--- config.mk ---
export PLATFORM = sky130hd
export DESIGN_NAME = bresenham_line_rasterizer
export DESIGN_NICKNAME = d
export VERILOG_FILES = /design/src/rtl/blr_pkg.sv /design/src/rtl/bresenham_line_rasterizer.sv /design/src/rtl/blr_step.sv
export SDC_FILE = /design/constraint.sdc
export NUM_CORES = 1
export LEC_CHECK = 0
export BUFFER_PORTS_ARGS = -buffer_cell sky130_fd_sc_hd__buf_4
export CORE_MARGIN = 4
export CORE_UTILIZATION = 40
export DETAILED_ROUTE_END_ITERATION = 16
export SYNTH_ARGS = -nofsm -noshare
export SYNTH_HDL_FRONTEND = slang
export SYNTH_SLANG_ARGS = --single-unit
--- constraint.sdc ---
create_clock -name clk_i -period 5.9 [get_ports clk_i]
set_input_delay 1.18 -clock clk_i [delete_from_list [all_inputs] [get_ports clk_i]]
set_output_delay 1.18 -clock clk_i [all_outputs]
set_load 0.01 [all_outputs]
--- src/rtl/blr_pkg.sv ---
package blr_pkg;

  // Sequencer states of the line walker
  typedef enum logic [1:0] {
    ST_IDLE,
    ST_SETUP,
    ST_INIT,
    ST_RUN
  } blr_state_e;

  // Mode of the shared error-term unit
  typedef struct packed {
    logic init;    // load 2*minor - major instead of stepping
    logic rising;  // minor axis steps when err >= 0, else only when err > 0
  } blr_step_ctrl_t;

endpackage

--- src/rtl/bresenham_line_rasterizer.sv ---
// Bresenham line rasterizer: takes a word of two endpoints and emits every pixel of the
// line, left to right, one output word per pixel, with final_pixel_o set on the last one.
// A line of N pixels (N = max(|dx|, |dy|) + 1) occupies the block from one input accept
// to the earliest next one: the accept, a setup state (swap, deltas, octant), a state
// that loads the error term, then one pixel per cycle while out_ready_i is high. The
// per-pixel rate is set by the single error-term adder, which advances once for each
// pixel taken but the last. Input is not accepted while a line is being walked.
module bresenham_line_rasterizer #(
  parameter int COORD_BITS = 6
) (
  input  logic                  clk_i,
  input  logic                  rst_ni,
  input  logic                  in_valid_i,
  output logic                  in_ready_o,
  input  logic [COORD_BITS-1:0] start_x_i,
  input  logic [COORD_BITS-1:0] start_y_i,
  input  logic [COORD_BITS-1:0] end_x_i,
  input  logic [COORD_BITS-1:0] end_y_i,
  output logic                  out_valid_o,
  input  logic                  out_ready_i,
  output logic [COORD_BITS-1:0] pixel_x_o,
  output logic [COORD_BITS-1:0] pixel_y_o,
  output logic                  final_pixel_o
);
  import blr_pkg::*;

  localparam int ErrBits = COORD_BITS + 3;

  blr_state_e state_q, state_d;

  logic [COORD_BITS-1:0] sx_q, sy_q, ex_q, ey_q;
  logic [COORD_BITS-1:0] x_q, y_q;
  logic [COORD_BITS-1:0] major_q, minor_q, cnt_q;
  logic [ErrBits-1:0]    err_q;
  logic                  steep_q, down_q;

  // setup values
  logic [COORD_BITS-1:0] x0, y0, x1, y1, dx, ady;
  logic                  down, steep;

  // shared unit
  blr_step_ctrl_t     step_ctrl;
  logic [ErrBits-1:0] err_next;
  logic               adv;

  logic in_fire, out_fire;

  assign in_ready_o    = (state_q == ST_IDLE);
  assign out_valid_o   = (state_q == ST_RUN);
  assign pixel_x_o     = x_q;
  assign pixel_y_o     = y_q;
  assign final_pixel_o = (cnt_q == '0);
  assign in_fire       = in_valid_i && in_ready_o;
  assign out_fire      = out_valid_o && out_ready_i;

  // Swap so the line runs left to right, then pick the major axis
  always_comb begin
    if (sx_q > ex_q) begin
      x0 = ex_q; y0 = ey_q; x1 = sx_q; y1 = sy_q;
    end else begin
      x0 = sx_q; y0 = sy_q; x1 = ex_q; y1 = ey_q;
    end
    dx    = x1 - x0;
    down  = (y1 < y0);
    ady   = down ? (y0 - y1) : (y1 - y0);
    steep = (ady > dx);
  end

  assign step_ctrl.init   = (state_q == ST_INIT);
  assign step_ctrl.rising = !down_q;

  blr_step #(
    .COORD_BITS(COORD_BITS)
  ) u_step (
    .ctrl_i  (step_ctrl),
    .err_i   (err_q),
    .major_i (major_q),
    .minor_i (minor_q),
    .err_o   (err_next),
    .adv_o   (adv)
  );

  // Sequencer next state
  always_comb begin
    state_d = state_q;
    unique case (state_q)
      ST_IDLE:  if (in_fire) state_d = ST_SETUP;
      ST_SETUP: state_d = ST_INIT;
      ST_INIT:  state_d = ST_RUN;
      ST_RUN:   if (out_fire && final_pixel_o) state_d = ST_IDLE;
      default:  state_d = ST_IDLE;
    endcase
  end

  always_ff @(posedge clk_i or negedge rst_ni) begin
    if (!rst_ni) begin
      state_q <= ST_IDLE;
    end else begin
      state_q <= state_d;
    end
  end

  // Datapath registers
  always_ff @(posedge clk_i) begin
    unique case (state_q)
      ST_IDLE: begin
        if (in_fire) begin
          sx_q <= start_x_i;
          sy_q <= start_y_i;
          ex_q <= end_x_i;
          ey_q <= end_y_i;
        end
      end
      ST_SETUP: begin
        x_q     <= x0;
        y_q     <= y0;
        down_q  <= down;
        steep_q <= steep;
        major_q <= steep ? ady : dx;
        minor_q <= steep ? dx : ady;
        cnt_q   <= steep ? ady : dx;
      end
      ST_INIT: begin
        err_q <= err_next;
      end
      ST_RUN: begin
        // step along the major axis, minor axis when the error term says so
        if (out_fire && !final_pixel_o) begin
          err_q <= err_next;
          cnt_q <= cnt_q - 1'b1;
          if (steep_q) begin
            y_q <= down_q ? (y_q - 1'b1) : (y_q + 1'b1);
            if (adv) x_q <= x_q + 1'b1;
          end else begin
            x_q <= x_q + 1'b1;
            if (adv) y_q <= down_q ? (y_q - 1'b1) : (y_q + 1'b1);
          end
        end
      end
      default: ;
    endcase
  end

  // Checks
  a_no_overlap: assert property (@(posedge clk_i) disable iff (!rst_ni)
    !(in_ready_o && out_valid_o))
    else $error("input ready while a line is being emitted");

  a_final_frees: assert property (@(posedge clk_i) disable iff (!rst_ni)
    out_fire && final_pixel_o |=> in_ready_o)
    else $error("block not free after the final pixel");

  a_count_down: assert property (@(posedge clk_i) disable iff (!rst_ni)
    out_fire && !final_pixel_o |=> out_valid_o && (cnt_q == $past(cnt_q) - 1'b1))
    else $error("pixel count did not step");

  a_accept_setup: assert property (@(posedge clk_i) disable iff (!rst_ni)
    in_fire |=> (state_q == ST_SETUP) && !out_valid_o)
    else $error("accepted word did not enter setup");

endmodule

--- src/rtl/blr_step.sv ---
module blr_step #(
  parameter int COORD_BITS = 6
) (
  input  blr_pkg::blr_step_ctrl_t  ctrl_i,
  input  logic [COORD_BITS+2:0]    err_i,
  input  logic [COORD_BITS-1:0]    major_i,
  input  logic [COORD_BITS-1:0]    minor_i,
  output logic [COORD_BITS+2:0]    err_o,
  output logic                     adv_o
);
  import blr_pkg::*;

  localparam int ErrBits = COORD_BITS + 3;

  logic [ErrBits-1:0] base;
  logic [ErrBits-1:0] twice_minor;
  logic [ErrBits-1:0] sub;
  logic               adv;

  // One adder: err' = base + 2*minor - sub
  always_comb begin
    twice_minor = {2'b00, minor_i, 1'b0};
    // falling lines break the tie toward the major axis only
    adv = !err_i[ErrBits-1] && (ctrl_i.rising || (err_i != '0));
    if (ctrl_i.init) begin
      base  = '0;
      sub   = {3'b000, major_i};
      adv_o = 1'b0;
    end else begin
      base  = err_i;
      sub   = adv ? {2'b00, major_i, 1'b0} : '0;
      adv_o = adv;
    end
    err_o = base + twice_minor - sub;
  end

endmodule

==> impl_metrics.py <==
metrics = {
    "finish": {
        "final_net_count": 570,
        "antenna_cells": 0,
        "post-route-util": 0.483,
        "layout_common_cells": "65 x edfxtp_1, 53 x inv_1, 48 x buf_4",
        "areaGrowthSynthToFinish_pct": 16.4,
        "stdcell_count": 646,
        "mostFrequentLayoutCell": "edfxtp_1",
        "fill_cells": 1042,
        "drive_gt1_frac": 0.154,
    },
    "clocking": {
        "numCtsBuffers": 9,
        "clk_root_buffer_cell": "clkbuf_16",
        "clock_latency_ns": 0.33,
        "holdBufCountCts": 0,
        "clk_pin_slew_ns": 0.05,
        "cts_buffer_depth": 2,
        "cts_tree": "done",
        "htreeDepth": 3,
        "cts.sinks": 67,
    },
    "global_routing": {
        "grt_pass1_vias": 3269,
        "antenna_found_initial": 0,
        "grt_use_total": 0.154,
        "grt_pass1_wl_um": 15800,
        "grt-ovfl-total": 0,
        "grt_max_degree": 33,
    },
    "floorplanning": {
        "ios": 43,
        "dieArea_mm2": 0.0132,
        "chipHeight_um": 115,
        "rows": 38,
        "initial_core_util": 0.415,
        "die_w_um": 115,
        "core-area_mm2": 0.0110,
    },
    "drt": {
        "drc_errors": 0,
        "routed_via_density": 5.13,
        "ant_nets": 0,
        "drt_iter0_drc": 174,
        "via_count": 3313,
        "dr.pass1.iters": 4,
        "wl_per_cell_um": 15.0,
        "wirelength_um": 9720,
    },
    "placement": {
        "portBuffers": 42,
        "placedCellCount": 627,
        "gp_congestion": 0.866,
        "dpl.hpwl_um": 7560,
    },
    "synth": {
        "synth_cell_types": 52,
        "syn_area_per_cell_um2": 10.1,
        "synthCells": 455,
        "synth_edf_count": 65,
        "synth_warnings": 0,
        "synth.cell_area_mm2": 0.00458,
        "ys_async_sr_fraction": 0.0299,
        "synth_ff_type": "edfxtp_1",
        "synth_fp_nets": 524,
        "ys_ff_latch": 67,
        "yosysSeqAreaShare": 0.438,
    },
    "critical_path": {
        "cp_data_required_time_ns": 5.98,
        "start_kind": "register",
        "crit_start": "sx_q[5]$_DFFE_PP_",
        "reg2reg_depth": 24,
        "crit_arrival_ns": 5.62,
        "worst_setup_path_end_kind": "register",
        "r2r_end": "cnt_q[0]$_DFFE_PP_",
        "path_class": "reg2reg",
        "crit_fanout": 10,
        "ff2ff_setup_slack_ns": 0.36,
        "rr_startpoint": "sx_q[5]$_DFFE_PP_",
    },
    "sta": {
        "finalMaxSlewViolations": 0,
        "setup_viol": 0,
        "fin_tns_setup_ns": 0,
        "tightestPinTransition_ns": 1.17,
        "rsz0062_at_grt": "false",
        "fin_crit_sh": 0.939,
        "max_freq_mhz": 180,
        "fin_crit_ns": 5.54,
        "relSlewSlack": 0.214,
        "hold_viol_final": 0,
        "clock_skew_ns": 0.00800,
    },
    "min_path": {
        "worstHoldStart": "major_q[0]$_DFFE_PP_",
        "min_path_type": "reg2reg",
        "hold_path_depth": 0,
    },
    "outcome": {
        "outcome": "finished clean",
    },
    "run": {
        "maxCapViolations": 0,
    },
}
## cells in the mapped netlist, types with 9 or more instances
master / instances / share of area
edfxtp_1: 65 / 0.43
inv_1: 54 / 0.044
nand2_1: 43 / 0.035
ha_1: 33 / 0.090
nor2_1: 32 / 0.026
a21oi_1: 29 / 0.032
o21ai_0: 26 / 0.028
xnor2_1: 20 / 0.038
clkbuf_1: 10 / 0.0082
mux2i_1: 10 / 0.022
nor3_1: 10 / 0.011
xor2_1: 10 / 0.019
nor2b_1: 9 / 0.012
## logic make-up (layout without fill, tap and decap cells)
family,count (synthesis),count (layout),share of synthesized area
AO/OA/AOI/OAI,106,106,0.149
XOR/XNOR,30,30,0.0574
adder cells (fa/ha/maj),48,48,0.141
buffers and inverters,69,120,0.0572
flip-flops,67,67,0.438
multiplexers,17,17,0.0399
AND/OR/NAND/NOR,118,118,0.118
## worst max path at each step
stage                         end  slack, ns  cells after the start
4_1_cts        cnt_q[1]$_DFFE_PP_       0.29                     25
3_3_place_gp   cnt_q[1]$_DFFE_PP_       0.50                     25
2_1_floorplan  cnt_q[0]$_DFFE_PP_       0.08                     30
3_5_place_dp   cnt_q[1]$_DFFE_PP_       0.32                     25
5_1_grt        cnt_q[0]$_DFFE_PP_       0.01                     24
6_report       cnt_q[0]$_DFFE_PP_       0.36                     24
## per-stage QoR
stage	cell area [um2]	hold slack (ns)	setup WS [ns]
finish	5330	0.485	0.360
global route	5330	0.495	0.0120
CTS	5290	0.487	0.288
detailed placement	5040	0.477	0.320
global placement	5040	0.481	0.500
floorplan	4580	0.451	0.0811
## worst max-delay path, stage by stage (launching register included)
cell and delay (ns):
edfxtp_1 0.39, ha_1 0.38, a21oi_1 0.29, o221a_1 0.34, nor2_1 0.09, nand2_1 0.11
a2bb2oi_1 0.16, ha_1 0.22, a21oi_1 0.06, a31oi_1 0.22, o21a_2 0.24, mux2_2 0.35
nor2_1 0.13, xnor2_1 0.22, inv_1 0.08, ha_1 0.32, o21a_1 0.12, o21a_1 0.16
o21ai_0 0.15, nand2b_1 0.07, a21oi_1 0.14, or2_2 0.29, clkinvlp_4 0.25, mux2i_1 0.20
mux2_2 0.29
## cell type report
| class | count | area [um2] | share of cell area |
|---|---|---|---|
| timing repair buffer | 48 | 360 | 0.0676 |
| clock inverter | 3 | 15.0 | 0.00282 |
| multi-input combinational | 319 | 2320 | 0.436 |
| inverter | 56 | 214 | 0.0402 |
| tap | 140 | 175 | 0.0329 |
| sequential | 67 | 2000 | 0.376 |
| clock buffer | 13 | 240 | 0.0451 |
## registers in the layout, indices dropped and copies added, names as in the netlist, named ones only
name,cells
err_q,8
cnt_q,6
ex_q,6
ey_q,6
major_q,6
minor_q,6
pixel_x_o,6
pixel_y_o,6
sx_q,6
sy_q,6
state_q,2
down_q,1
steep_q,1
## routing by layer
layer  wire [um]  share of wire  vias up  track usage
met3         363          0.037       12       0.0379
li1            -              -     1704            -
met2        4600           0.47       52        0.248
met1        4610           0.47     1545        0.201
met5           0              0        -            0
met4         150          0.015        0       0.0595
## what timing repair did
action	4_1_cts	5_1_grt
setup buffers	0	3
resized for setup	0	4
endpoints found under the setup margin	0	4
Power is left out: the tool's default activity adds up to more than one toggle a clock period on the data nets, which glitch-free logic cannot reach.
